`config.mk`:
```
export PLATFORM = sky130hd
export DESIGN_NAME = analog_button_chord_qualifier
export DESIGN_NICKNAME = d
export VERILOG_FILES = /design/src/hw/rtl/abcq_pkg.sv /design/src/hw/rtl/abcq_unit.sv /design/src/hw/rtl/analog_button_chord_qualifier.sv
export VERILOG_INCLUDE_DIRS = /design/src /design/src/hw/rtl
export SDC_FILE = /design/constraint.sdc
export NUM_CORES = 1
export LEC_CHECK = 0
export BUFFER_PORTS_ARGS = -buffer_cell sky130_fd_sc_hd__buf_2
export CAP_MARGIN = 10
export CORE_ASPECT_RATIO = 0.8
export CORE_MARGIN = 2
export CORE_UTILIZATION = 60
export CTS_CLUSTER_SIZE = 30
export DETAILED_ROUTE_END_ITERATION = 16
export GPL_TIMING_DRIVEN = 0
export PLACE_DENSITY = 0.89
export SETUP_SLACK_MARGIN = 0.05
export SLEW_MARGIN = 20
export SYNTH_ARGS = -nofsm -noshare
export SYNTH_HDL_FRONTEND = slang
export SYNTH_SLANG_ARGS = --single-unit
```
`constraint.sdc`:
```
create_clock -name clock -period 13.75 [get_ports clock]
set_clock_uncertainty 0.1 [all_clocks]
set_input_delay 3.4375 -clock clock [delete_from_list [all_inputs] [get_ports clock]]
set_output_delay 3.4375 -clock clock [all_outputs]
set_load 0.005 [all_outputs]
```
`src/hw/rtl/assert_macros.svh`:
```
// Assertion helpers shared by the RTL. In synthesis the macros expand to nothing.
`ifndef ASSERT_MACROS_SVH
`define ASSERT_MACROS_SVH

`ifndef SYNTHESIS

// The property must hold at every rising clock edge outside reset.
`define ABCQ_ASSERT(label, clk, rst, prop) \
   label: assert property (@(posedge clk) disable iff (rst) (prop)) \
      else $error("assertion failed");

// The boolean condition must never be seen outside reset.
`define ABCQ_NEVER(label, clk, rst, cond) \
   label: assert property (@(posedge clk) disable iff (rst) !(cond)) \
      else $error("forbidden condition seen");

`else

`define ABCQ_ASSERT(label, clk, rst, prop)
`define ABCQ_NEVER(label, clk, rst, cond)

`endif

`endif

```
`src/hw/rtl/abcq_pkg.sv`:
```
`timescale 1ns / 1ps

package abcq_pkg;

   // One half in Q2.14.
   localparam logic signed [15:0] HALF_Q = 16'sd8192;

   localparam logic [2:0] MODE_BOTH    = 3'd0;
   localparam logic [2:0] MODE_EITHER  = 3'd1;
   localparam logic [2:0] MODE_ONE     = 3'd2;
   localparam logic [2:0] MODE_NEITHER = 3'd3;
   localparam logic [2:0] MODE_GATE    = 3'd4;
   localparam logic [2:0] MODE_BLOCK   = 3'd5;
   localparam logic [2:0] MODE_PRIMARY = 3'd6;

   localparam logic [1:0] CSR_CHORD_MODE   = 2'd0;
   localparam logic [1:0] CSR_REPEAT_DELAY = 2'd1;
   localparam logic [1:0] CSR_TAP_WINDOW   = 2'd2;

   localparam logic [2:0]  RESET_CHORD_MODE   = MODE_PRIMARY;
   localparam logic [15:0] RESET_REPEAT_DELAY = 16'd0;
   localparam logic [15:0] RESET_TAP_WINDOW   = 16'd400;

   localparam int FLAG_PRESSED   = 0;
   localparam int FLAG_TRIGGERED = 1;
   localparam int FLAG_RELEASED  = 2;
   localparam int FLAG_QUICK     = 3;

   typedef struct packed {
      logic signed [15:0] level;
      logic signed [15:0] change;
      logic [3:0]         flags;
      logic [15:0]        hold;
      logic [15:0]        gap;
      logic [7:0]         taps;
   } unit_state_type;

   function automatic logic signed [15:0] sat16(input logic signed [17:0] v);
      logic signed [15:0] r;
      if (v > 18'sd32767) begin
         r = 16'sh7fff;
      end else if (v < -18'sd32768) begin
         r = 16'sh8000;
      end else begin
         r = v[15:0];
      end
      return r;
   endfunction

   function automatic logic [15:0] add_sat16(input logic [15:0] a, input logic [9:0] b);
      logic [16:0] s;
      s = {1'b0, a} + {7'd0, b};
      return s[16] ? 16'hffff : s[15:0];
   endfunction

endpackage

```
`src/hw/rtl/abcq_unit.sv`:
```
`timescale 1ns / 1ps

module abcq_unit (
   input  logic [9:0]               el,
   input  logic signed [15:0]       lvl,
   input  logic signed [17:0]       chg,
   input  logic [15:0]              tap_window,
   input  abcq_pkg::unit_state_type cur,
   output abcq_pkg::unit_state_type nxt
);
   import abcq_pkg::*;

   logic signed [15:0] chg_s;
   logic               was;
   logic               pressed;
   logic [15:0]        gap_step;
   logic [15:0]        gap_t;
   logic [7:0]         taps_t;

   always_comb begin
      chg_s   = sat16(chg);
      was     = cur.flags[FLAG_PRESSED];
      pressed = (lvl >= HALF_Q) || (lvl <= -HALF_Q);

      nxt.level  = lvl;
      nxt.change = chg_s;
      nxt.flags[FLAG_QUICK]     = was && cur.flags[FLAG_TRIGGERED] && (chg_s <= -HALF_Q);
      nxt.flags[FLAG_PRESSED]   = pressed;
      nxt.flags[FLAG_TRIGGERED] = chg_s >= HALF_Q;
      nxt.flags[FLAG_RELEASED]  = chg_s < -HALF_Q;

      // Hold time keeps its value on the tick of release.
      if (pressed && was) begin
         nxt.hold = add_sat16(cur.hold, el);
      end else if (!was) begin
         nxt.hold = 16'd0;
      end else begin
         nxt.hold = cur.hold;
      end

      gap_step = add_sat16(cur.gap, el);
      taps_t   = cur.taps;
      gap_t    = cur.gap;
      if (cur.taps != 8'd0) begin
         if (gap_step > tap_window) begin
            taps_t = 8'd0;
            gap_t  = 16'd0;
         end else begin
            gap_t = gap_step;
         end
      end
      if (pressed && !was) begin
         if (gap_t <= tap_window && taps_t != 8'hff) begin
            taps_t = taps_t + 8'd1;
         end
         gap_t = 16'd0;
      end
      nxt.gap  = gap_t;
      nxt.taps = taps_t;
   end

endmodule

```
`src/hw/rtl/analog_button_chord_qualifier.sv`:
```
`timescale 1ns / 1ps
// Analog button chord qualifier.
// Request channel (req_*): one item per tick with the elapsed time and the raw
// level and change of the primary and the modifier control.
// Response channel (rsp_*): one item per request, the combined qualified level,
// change, pressed/triggered/released/quick-release flags, hold time and taps.
// Both channels use valid/ready; an item moves when both are high.
// Configuration (csr_*): index 0 chord mode, 1 repeat delay, 2 tap window; the
// port is always ready; it must be written only while no item is in flight, which
// the block itself does not enforce. An accepted item waits in the input register
// and moves to the response register when that register can advance.
// Throughput: one item per cycle unless stalled; the qualifier state is updated in a single
// pass of compare and add logic between the input and the response register.
// If the receiver stalls, the response register holds and the input register
// still takes an item only if empty; after that req_ready falls until rsp_ready returns.
// Reset clears all qualifier state and the gate latch, sets chord mode to
// primary only, the repeat delay to zero and the tap window to 400 ms.
`include "assert_macros.svh"

module analog_button_chord_qualifier (
   input  logic               clock,
   input  logic               reset,
   input  logic               req_valid,
   output logic               req_ready,
   input  logic [9:0]         req_elapsed_ms,
   input  logic signed [15:0] req_primary_level,
   input  logic signed [15:0] req_primary_change,
   input  logic signed [15:0] req_modifier_level,
   input  logic signed [15:0] req_modifier_change,
   output logic               rsp_valid,
   input  logic               rsp_ready,
   output logic signed [15:0] rsp_level,
   output logic signed [15:0] rsp_change,
   output logic               rsp_pressed,
   output logic               rsp_triggered,
   output logic               rsp_released,
   output logic               rsp_quick_release,
   output logic [15:0]        rsp_hold_ms,
   output logic [7:0]         rsp_tap_count,
   input  logic               csr_valid,
   output logic               csr_ready,
   input  logic [1:0]         csr_index,
   input  logic [15:0]        csr_data
);
   import abcq_pkg::*;

   // Input register
   logic               in_valid_ff, in_valid_in;
   logic [9:0]         el_ff;
   logic signed [15:0] pl_ff, pc_ff, ml_ff, mc_ff;

   // Configuration and qualifier state
   logic [2:0]     chord_mode_ff, chord_mode_in;
   logic [15:0]    repeat_delay_ff, repeat_delay_in;
   logic [15:0]    tap_window_ff, tap_window_in;
   logic [15:0]    repeat_remaining_ff, repeat_remaining_in;
   logic           gate_latch_ff, gate_latch_in;
   unit_state_type pri_ff, pri_in;
   unit_state_type mod_ff, mod_in;
   unit_state_type cmb_ff, cmb_in;

   // Response register
   logic               rsp_valid_ff, rsp_valid_in;
   logic signed [15:0] rsp_level_ff;
   logic signed [15:0] rsp_change_ff;
   logic [3:0]         rsp_flags_ff;
   logic [15:0]        rsp_hold_ff;
   logic [7:0]         rsp_taps_ff;

   logic adv;
   logic step;
   logic csr_write;

   unit_state_type     pri_nx, mod_nx, cmb_nx;
   logic               pp, mp;
   logic signed [15:0] p, m, cl, mx, mn;
   logic signed [16:0] sel_lvl;
   logic signed [17:0] sel_chg;
   logic               mod_upd;
   logic               latch_nx;
   logic signed [15:0] lvl_s, lvl_r;
   logic signed [17:0] chg_r;
   logic [15:0]        rem_nx;

   assign adv       = !rsp_valid_ff || rsp_ready;
   assign step      = in_valid_ff && adv;
   assign req_ready = !in_valid_ff || adv;
   assign csr_ready = 1'b1;
   assign csr_write = csr_valid && csr_ready;

   abcq_unit u_pri (
      .el         (el_ff),
      .lvl        (pl_ff),
      .chg        (18'(pc_ff)),
      .tap_window (tap_window_ff),
      .cur        (pri_ff),
      .nxt        (pri_nx)
   );

   abcq_unit u_mod (
      .el         (el_ff),
      .lvl        (ml_ff),
      .chg        (18'(mc_ff)),
      .tap_window (tap_window_ff),
      .cur        (mod_ff),
      .nxt        (mod_nx)
   );

   // Chord selection: level and change offered to the combined unit.
   always_comb begin
      pp       = pri_nx.flags[FLAG_PRESSED];
      mp       = mod_nx.flags[FLAG_PRESSED];
      p        = pri_nx.level;
      m        = mod_nx.level;
      cl       = cmb_ff.level;
      mx       = (p >= m) ? p : m;
      mn       = (p <= m) ? p : m;
      sel_lvl  = 17'(p);
      sel_chg  = 18'(pri_nx.change);
      mod_upd  = 1'b0;
      latch_nx = gate_latch_ff;
      if (chord_mode_ff >= MODE_PRIMARY) begin
         sel_lvl = 17'(p);
         sel_chg = 18'(pri_nx.change);
      end else if (gate_latch_ff && pp) begin
         // The latch mutes everything while the primary stays down.
         sel_lvl = 17'sd0;
         sel_chg = 18'sd0;
      end else begin
         mod_upd  = 1'b1;
         latch_nx = 1'b0;
         case (chord_mode_ff)
            MODE_BOTH, MODE_EITHER, MODE_ONE: begin
               sel_lvl = 17'(mx);
               if (chord_mode_ff == MODE_BOTH && !(pp && mp)) begin
                  sel_lvl = 17'sd0;
               end
               if (chord_mode_ff == MODE_EITHER && !pp && !mp) begin
                  sel_lvl = 17'sd0;
               end
               if (chord_mode_ff == MODE_ONE && pp == mp) begin
                  sel_lvl = 17'sd0;
               end
               sel_chg = 18'(sel_lvl) - 18'(cl);
            end
            MODE_NEITHER: begin
               sel_lvl = -17'(mn);
               if (pp || mp) begin
                  sel_lvl = 17'sd0;
               end
               sel_chg = 18'(sel_lvl) - 18'(cl);
            end
            MODE_GATE: begin
               if (!mp) begin
                  sel_lvl = 17'sd0;
                  sel_chg = -18'(cl);
               end else if (mod_nx.flags[FLAG_TRIGGERED] && pp &&
                            !pri_nx.flags[FLAG_TRIGGERED]) begin
                  latch_nx = 1'b1;
                  sel_lvl  = 17'sd0;
                  sel_chg  = 18'sd0;
               end else begin
                  sel_lvl = 17'(p);
                  sel_chg = 18'(pri_nx.change);
               end
            end
            default: begin
               if (mp) begin
                  sel_lvl = 17'sd0;
                  sel_chg = -18'(cl);
               end else begin
                  sel_lvl = 17'(p);
                  sel_chg = 18'(p) - 18'(cl);
               end
            end
         endcase
      end
   end

   // Repeat delay on the combined unit.
   always_comb begin
      lvl_s  = sat16(18'(sel_lvl));
      lvl_r  = lvl_s;
      chg_r  = sel_chg;
      rem_nx = repeat_remaining_ff;
      if (repeat_delay_ff != 16'd0) begin
         if (lvl_s > -HALF_Q && lvl_s < HALF_Q) begin
            rem_nx = repeat_delay_ff;
         end else if (repeat_remaining_ff != 16'd0) begin
            rem_nx = (repeat_remaining_ff > {6'd0, el_ff}) ?
                     repeat_remaining_ff - {6'd0, el_ff} : 16'd0;
            if (rem_nx != 16'd0) begin
               lvl_r = 16'sd0;
            end
            chg_r = 18'(lvl_r) - 18'(cl);
         end
      end
   end

   abcq_unit u_cmb (
      .el         (el_ff),
      .lvl        (lvl_r),
      .chg        (chg_r),
      .tap_window (tap_window_ff),
      .cur        (cmb_ff),
      .nxt        (cmb_nx)
   );

   always_comb begin
      in_valid_in         = in_valid_ff;
      rsp_valid_in        = rsp_valid_ff;
      chord_mode_in       = chord_mode_ff;
      repeat_delay_in     = repeat_delay_ff;
      tap_window_in       = tap_window_ff;
      repeat_remaining_in = repeat_remaining_ff;
      gate_latch_in       = gate_latch_ff;
      pri_in              = pri_ff;
      mod_in              = mod_ff;
      cmb_in              = cmb_ff;

      if (req_ready) begin
         in_valid_in = req_valid;
      end
      if (adv) begin
         rsp_valid_in = in_valid_ff;
      end
      if (step) begin
         pri_in              = pri_nx;
         cmb_in              = cmb_nx;
         repeat_remaining_in = rem_nx;
         gate_latch_in       = latch_nx;
         if (mod_upd) begin
            mod_in = mod_nx;
         end
      end
      if (csr_write) begin
         case (csr_index)
            CSR_CHORD_MODE: begin
               // A new chord mode starts the combined unit afresh; flags stay.
               chord_mode_in       = csr_data[2:0];
               cmb_in.level        = 16'sd0;
               cmb_in.change       = 16'sd0;
               cmb_in.hold         = 16'd0;
               cmb_in.gap          = 16'd0;
               cmb_in.taps         = 8'd0;
               repeat_remaining_in = repeat_delay_ff;
            end
            CSR_REPEAT_DELAY: begin
               repeat_delay_in     = csr_data;
               repeat_remaining_in = csr_data;
            end
            CSR_TAP_WINDOW: begin
               tap_window_in = csr_data;
            end
            default: begin
            end
         endcase
      end
   end

   always_ff @(posedge clock) begin
      if (reset) begin
         in_valid_ff         <= 1'b0;
         rsp_valid_ff        <= 1'b0;
         chord_mode_ff       <= RESET_CHORD_MODE;
         repeat_delay_ff     <= RESET_REPEAT_DELAY;
         tap_window_ff       <= RESET_TAP_WINDOW;
         repeat_remaining_ff <= RESET_REPEAT_DELAY;
         gate_latch_ff       <= 1'b0;
         pri_ff              <= '0;
         mod_ff              <= '0;
         cmb_ff              <= '0;
      end else begin
         in_valid_ff         <= in_valid_in;
         rsp_valid_ff        <= rsp_valid_in;
         chord_mode_ff       <= chord_mode_in;
         repeat_delay_ff     <= repeat_delay_in;
         tap_window_ff       <= tap_window_in;
         repeat_remaining_ff <= repeat_remaining_in;
         gate_latch_ff       <= gate_latch_in;
         pri_ff              <= pri_in;
         mod_ff              <= mod_in;
         cmb_ff              <= cmb_in;
      end
   end

   always_ff @(posedge clock) begin
      if (req_valid && req_ready) begin
         el_ff <= req_elapsed_ms;
         pl_ff <= req_primary_level;
         pc_ff <= req_primary_change;
         ml_ff <= req_modifier_level;
         mc_ff <= req_modifier_change;
      end
      if (step) begin
         rsp_level_ff  <= cmb_nx.level;
         rsp_change_ff <= cmb_nx.change;
         rsp_flags_ff  <= cmb_nx.flags;
         rsp_hold_ff   <= cmb_nx.hold;
         rsp_taps_ff   <= cmb_nx.taps;
      end
   end

   assign rsp_valid         = rsp_valid_ff;
   assign rsp_level         = rsp_level_ff;
   assign rsp_change        = rsp_change_ff;
   assign rsp_pressed       = rsp_flags_ff[FLAG_PRESSED];
   assign rsp_triggered     = rsp_flags_ff[FLAG_TRIGGERED];
   assign rsp_released      = rsp_flags_ff[FLAG_RELEASED];
   assign rsp_quick_release = rsp_flags_ff[FLAG_QUICK];
   assign rsp_hold_ms       = rsp_hold_ff;
   assign rsp_tap_count     = rsp_taps_ff;

   `ABCQ_NEVER(a_rem_within_delay, clock, reset, repeat_remaining_ff > repeat_delay_ff)
   `ABCQ_ASSERT(a_latch_only_in_gate, clock, reset, gate_latch_ff && !$past(gate_latch_ff) |-> $past(chord_mode_ff) == MODE_GATE)
   `ABCQ_ASSERT(a_pressed_matches_level, clock, reset, rsp_valid_ff |-> rsp_flags_ff[FLAG_PRESSED] == (rsp_level_ff >= HALF_Q || rsp_level_ff <= -HALF_Q))
   `ABCQ_ASSERT(a_input_held_on_stall, clock, reset, in_valid_ff && !adv |=> in_valid_ff)

endmodule
```
; After elaboration in Yosys (flattened, before gate mapping)
; Cells that the tools add are included.
; Widths: inputs -> output; s select.
[classes]
bitwise_logic = 2
eq_ne = 8
muxes = 68
n_lt_le_gt_ge = 27
addsub = 10
reduce_logical = 40
[op_table]
columns = cell, n
row1 = $mux 16, 30
row2 = $mux 17, 15
row3 = $mux 18, 8
row4 = $ge 16x15->1 const B, 6
row5 = $mux 40, 2
row6 = $mux 76, 1
row7 = $le 16x14->1 const B, 4
row8 = $mux 32, 2
row9 = $pmux 18 s3, 1
row10 = $pmux 17 s3, 1
row11 = $reduce_bool 16->1, 3
row12 = $sub 17x16->18, 2
row13 = $add 16x10->17, 2
row14 = $sub 16x16->17, 2
row15 = $gt 16x16->1 const B, 2
row16 = $le 16x16->1, 2
row17 = $lt 16x16->1 const B, 2
row18 = $mux 8, 4
row19 = $pmux 16 s2, 1
row20 = $gt 18x16->1 const B, 1
row21 = $lt 18x16->1 const B, 1
row22 = $neg 16->18, 1
row23 = $gt 17x16->1 const B, 1
row24 = $lt 17x16->1 const B, 1
row25 = other kinds (28), 60
[totals]
out_inout_bits = 63
wordCells = 178
inputBits = 97
register_bits = 264

; Longest topological paths before layout
[depth]
word_depth = 33
mapped_depth = 44
ltp_nobuf = 40

; Cells and area by module
; Synthesis repeated with hierarchy kept, for this count alone.
[hier_totals]
hier_cells = 4067
hier_area_um2 = 30869.6
[modules_own_cells]
columns = mod, n_inst, area_per_inst_um2, cells_each, seq_area_each_um2
row1 = analog_button_chord_qualifier, 1, 20627.3, 2436, 9669.3
row2 = abcq_unit (u_cmb ...), 2, 3448.3, 547, 0.0
row3 = abcq_unit (u_mod), 1, 3345.7, 537, 0.0

; Worst setup path after synthesis
; Ideal clock, no wire load.
[synth_path]
kind = reg-to-reg
from = register el_ff[0]
to = register rsp_taps_ff[7], in the netlist rsp_tap_count[7], data pin
stages_incl_launch_ff = 44
arrival_time_ns = 7.851
slack_ns = 5.531
cell_sequence = edfxtp_1 > ha_1 > inv_1 > fa_1 > nor2b_1 > o21ai_0 > a21boi_0 > o21ai_0 > a21boi_0 > o21ai_0 > a21boi_0 > o21ai_0 > a211oi_1 > nand2b_1 > nand2_1 > ha_1 > nor2b_1 > o21a_1 > (+8 left out) > nor2b_1 > a22o_1 > ha_1 > nor2b_1 > o21a_1 > o21a_1 > o21a_1 > o21a_1 > o21a_1 > o21a_1 > o21ai_0 > a21oi_1 > a21o_1 > or4_1 > clkbuf_1 > buf_2 > o31ai_1 > a21boi_0
[synth_rtl]
columns = element, line
row1 = from (decl), analog_button_chord_qualifier.sv:49  ; logic [9:0] el_ff;
row2 = from (signal assigned), analog_button_chord_qualifier.sv:289  ; el_ff <= req_elapsed_ms;
row3 = to (signal assigned), analog_button_chord_qualifier.sv:300  ; rsp_taps_ff <= cmb_nx.taps;
row4 = to (decl), analog_button_chord_qualifier.sv:68  ; logic [7:0] rsp_taps_ff;

; Worst setup path in the final report
[layout_path]
from = register el_ff[0]
to = register cmb_ff[7] (netlist bit)
[layout_via]
elab_chain_len = 17
word_cells_on_any_way = 31
classes_between = add/sub (3) / order compare (5) / eq/ne (1) / mux (18) / reduce/logical (4)
[layout_lines]
columns = element, line
row1 = $sub 16x10->16 or $gt 16x10->1 (tied branches), "analog_button_chord_qualifier.sv:191, analog_button_chord_qualifier.sv:190"
row2 = $mux 16, analog_button_chord_qualifier.sv:190  ; rem_nx = (repeat_remaining_ff > {6'd0, el_ff}) ?
row3 = $reduce_bool 16->1, analog_button_chord_qualifier.sv:192  ; if (rem_nx != 16'd0) begin
row4 = $mux 16, analog_button_chord_qualifier.sv:192
row5 = $mux 16, analog_button_chord_qualifier.sv:189  ; end else if (repeat_remaining_ff != 16'd0) begin
row6 = $mux 16, analog_button_chord_qualifier.sv:187  ; if (lvl_s > -HALF_Q && lvl_s < HALF_Q) begin
row7 = $mux 16, analog_button_chord_qualifier.sv:186  ; if (repeat_delay_ff != 16'd0) begin
row8 = $mux 16, analog_button_chord_qualifier.sv:189
row9 = $mux 16, analog_button_chord_qualifier.sv:187
row10 = $mux 16, analog_button_chord_qualifier.sv:186
row11 = $ge 16x15->1 or $le 16x14->1 (tied branches), abcq_unit.sv:23  ; pressed = (lvl >= HALF_Q) || (lvl <= -HALF_Q);
row12 = $logic_or 1x1->1, abcq_unit.sv:23
row13 = $logic_and 1x1->1, abcq_unit.sv:52  ; if (pressed && !was) begin
row14 = $mux 8 (*), abcq_unit.sv:52
row15 = $mux 76 (*), analog_button_chord_qualifier.sv:227  ; if (step) begin
row16 = $mux 40, analog_button_chord_qualifier.sv:237  ; case (csr_index)
row17 = $mux 40 (*), analog_button_chord_qualifier.sv:236  ; if (csr_write) begin
row18 = to (signal assigned), analog_button_chord_qualifier.sv:283  ; cmb_ff <= cmb_in;
row19 = to (decl), analog_button_chord_qualifier.sv:60  ; unit_state_type cmb_ff, cmb_in;
; Mark *: on every way between the ends. The rest lies on a longest branch, timed or not. The select of a mux whose other input is x is not followed.
; A chain may end at the register's enable or synchronous reset.

==> summary.md <==
| Metric | Value |
|---|---|
| Switching part of the total power | `37.51%` |
| Row cnt | `56` |
| CP max-delay cell | `a211oi_1` |
| GR Util All Layers | `39.64%` |
| Tmin final | `10670 ps` |
| Netlist cell types | `92` |
| Die area | `30960 um^2` |
| Req. time, crit path | `14050 ps` |
| Number of global-route vias before repair | `16430` |
| Final setup viols | `0` |
| Post_cts resized | `0` |
| Tightest Pin Transition | `1170 ps` |
| Initial antenna violation count | `2` |
| Initial Util | `60.70%` |
| Fin. Hold Viols | `0` |
| Mean Syn Cell Area | `8.268 um^2` |
| Yosys warning count | `0` |
| Gate Count Post-Synth | `2145` |
| CTS H-tree depth | `1` |
| Max stage delay on crit path | `610 ps` |
| Top-Level Pins | `160` |
| Syn nets | `2380` |
| Sequential share of power | `35.4%` |
| Final period utilization | `77.61%` |
| Die height | `157.8 um` |
| Sw Pwr | `0.8750 mW` |
| Die width | `196.2 um` |
| Slew headroom | `21.69%` |
| Most frequent cells in the layout | `nand2_1, a21oi_1, nor2_1, buf_2, ha_1` |
| FMAX | `0.09371 GHz` |
| Top FF cell, synth | `edfxtp_1` |
| #FFs+latches synth | `233` |
| Leak | `7.888 nW` |
| Peak supply drop | `0.09924 mV` |
| First-pass iteration count of the detailed router | `7` |
| CP startpoint kind | `register` |
| Status | `finished, final reports clean` |
| Commonest non-fill, non-tap cell in the layout | `nand2_1` |
| Final wirelength | `62430 um` |
| Syn-to-layout area delta | `11.45%` |
| Post-synthesis sequential area ratio | `33.13%` |
| GPL Wtd Cong | `1.035` |
| Post-Route Utilization | `67.65%` |
| DRC | `0` |
| CTS buffer count | `24` |
| Clk pin slew, worst setup/hold paths | `70 ps` |
| CTS tree | `yes` |
| Worst min path class | `register to register` |
| Max capacitance violation total | `0` |
| Buf/Inv on CP | `4` |
| Pwr Density | `118.0 nW/um^2` |
| Delay-heaviest family, CP | `compound AO/OA/AOI/OAI gates` |
| I/O Buffers | `145` |
| Core box area | `29220 um^2` |
| Clock share of power | `27.7%` |
| RSZ-0062 raised after global routing | `false` |
| CP arrival | `10970 ps` |
| Clk_lat worst skew | `550 ps` |
| Critical Setup Path Class | `register to register` |
| CP most frequent cell | `o21a_1` |
| DR WL/cell | `23.00 um` |
| Via count | `17940` |
| Final TNS setup | `0 ps` |
| Final ANT Viol Nets | `0` |
| First-pass GRT wire length | `94300 um` |
| Root Buffer | `clkbuf_16` |
| Slew Limit Fails | `0` |
| Post-synth EDFFs | `121` |
| Post-DP HPWL | `48950 um` |
| Post-CTS Setup Bufs | `0` |
| Crit Path Max Fanout | `10` |
| CTS sink cnt | `233` |
| # nets final | `2553` |
| Internal power | `1.458 mW` |
| Vias per inst | `6.610` |
| Comb pwr share | `36.9%` |
| Total grt overflow | `0` |
| FFs w/ async S/R, synth | `0%` |
| Largest net degree at the start of global routing | `53` |
| Hold-fix buffers at CTS | `0` |
| DR iter-0 viols | `2237` |
| CP endpoint kind | `register` |
| Layout cell share with drive strength beyond 1 | `10.66%` |
| Post-synthesis cell area | `17740 um^2` |
| CTS Buffer Depth | `3` |
-- synthesized netlist by cell type, drive strengths merged, types with 15 or more instances --
library cell	number	share of area, %
a21oi	189	5.3
a31oi	26	0.95
ha	132	9.3
a21o	33	1.4
nand3	47	1.3
nor3	65	1.9
and2	24	0.85
nand4	30	1.1
and3	16	0.56
inv	116	2.5
o22ai	27	0.95
mux2i	36	2.0
or3	16	0.59
nor4	29	1.1
clkbuf	93	2.0
buf	20	0.65
dfxtp	112	13
xor2	28	1.4
nand2b	24	0.85
nor2b	33	1.2
nand2	251	5.3
xnor2	75	3.7
o21bai	16	0.68
o31ai	17	0.75
a22o	22	1.1
edfxtp	121	20
o21a	38	1.7
o21ai	130	3.7
nor2	165	3.5
a211oi	32	1.4
a21boi	15	0.63
o221ai	17	0.84
-- power by group through the flow --
stage,Clock (mW),Combinational [mW],Sequential (mW)
floorplan,0,0.590,0.828
global placement,0,0.804,0.839
detailed placement,0,0.826,0.839
CTS,0.648,0.832,0.824
global route,0.674,0.937,0.829
finish,0.645,0.861,0.826
-- final cells by class --
class | count | area (um^2)
antenna | 1 | 2.502
buffer | 113 | 467.9
clock buffer | 33 | 685.7
clock inverter | 11 | 76.32
fill | 2412 | 9452
inverter | 117 | 439.2
multi-input combinational | 1682 | 10970
sequential | 233 | 5876
tap | 377 | 471.7
timing repair buffer | 147 | 780.7
-- cells by family (layout without fill, tap and decap cells) --
kind of cell    count (synthesis)  after routing  synth area share [%]
other cells                     1              2               0.02114
simple gates                  746            746                 20.25
fa+ha+maj                     138            138                 9.989
buf+inv                       230            421                 5.093
compound gates                646            646                 23.64
flops                         233            233                 33.13
xor+xnor                      103            103                 5.086
mux                            48             48                 2.794
-- sequential cells by signal, indices dropped and copies added (netlist names) --
name and flops:
cmb_ff 42, cl 16, ml_ff 16, pc_ff 16, pl_ff 16, repeat_delay_ff 16, repeat_remaining_ff 16, rsp_change 16
rsp_hold_ms 16, rsp_level 16, tap_window_ff 16, el_ff 10, rsp_tap_count 8, rsp_flags_ff 4, chord_mode_ff 3, mc_ff 3
gate_latch_ff 1, in_valid_ff 1, rsp_valid 1
-- worst min-delay path, stage by stage, from the launching register on --
cell and delay [ps]:
dfxtp_1 310, nand2_1 50, a21oi_1 60
-- metrics by stage --
stage / worst slack (ps) / area, um^2 / cells / hold WS, ps / power (mW)
3_5_place_dp: 3442 / 19000 / 2669 / 347.8 / 1.665
5_1_grt: 2433 / 19770 / 2714 / 385.9 / 2.440
2_1_floorplan: 5531 / 17740 / 2145 / 336.3 / 1.418
3_3_place_gp: 3806 / 18930 / 2667 / 347.1 / 1.643
4_1_cts: 3269 / 19760 / 2713 / 356.2 / 2.305
6_report: 3078 / 19770 / 2714 / 360.3 / 2.333
-- per-layer routing --
metal | vias to the layer above | track usage [%] | wire length [um]
met5 | - | 0 | 0
met4 | 0 | 13.71 | 2330
met3 | 175 | 9.885 | 7649
met2 | 1171 | 57.89 | 25490
met1 | 8375 | 56.95 | 26960
li1 | 8219 | - | -
-- worst paths after layout --
check / startpoint / endpoint / slack [ps] / cells past startpoint
max: el_ff[0] / cmb_ff[7] / 3080 / 43
min: tap_window_ff[15] / tap_window_ff[15] / 360 / 2
max reg2reg: el_ff[0] / cmb_ff[7] / 3080 / 43
min reg2reg: tap_window_ff[15] / tap_window_ff[15] / 360 / 2
No activity file was read; power rests on OpenSTA's default activity.
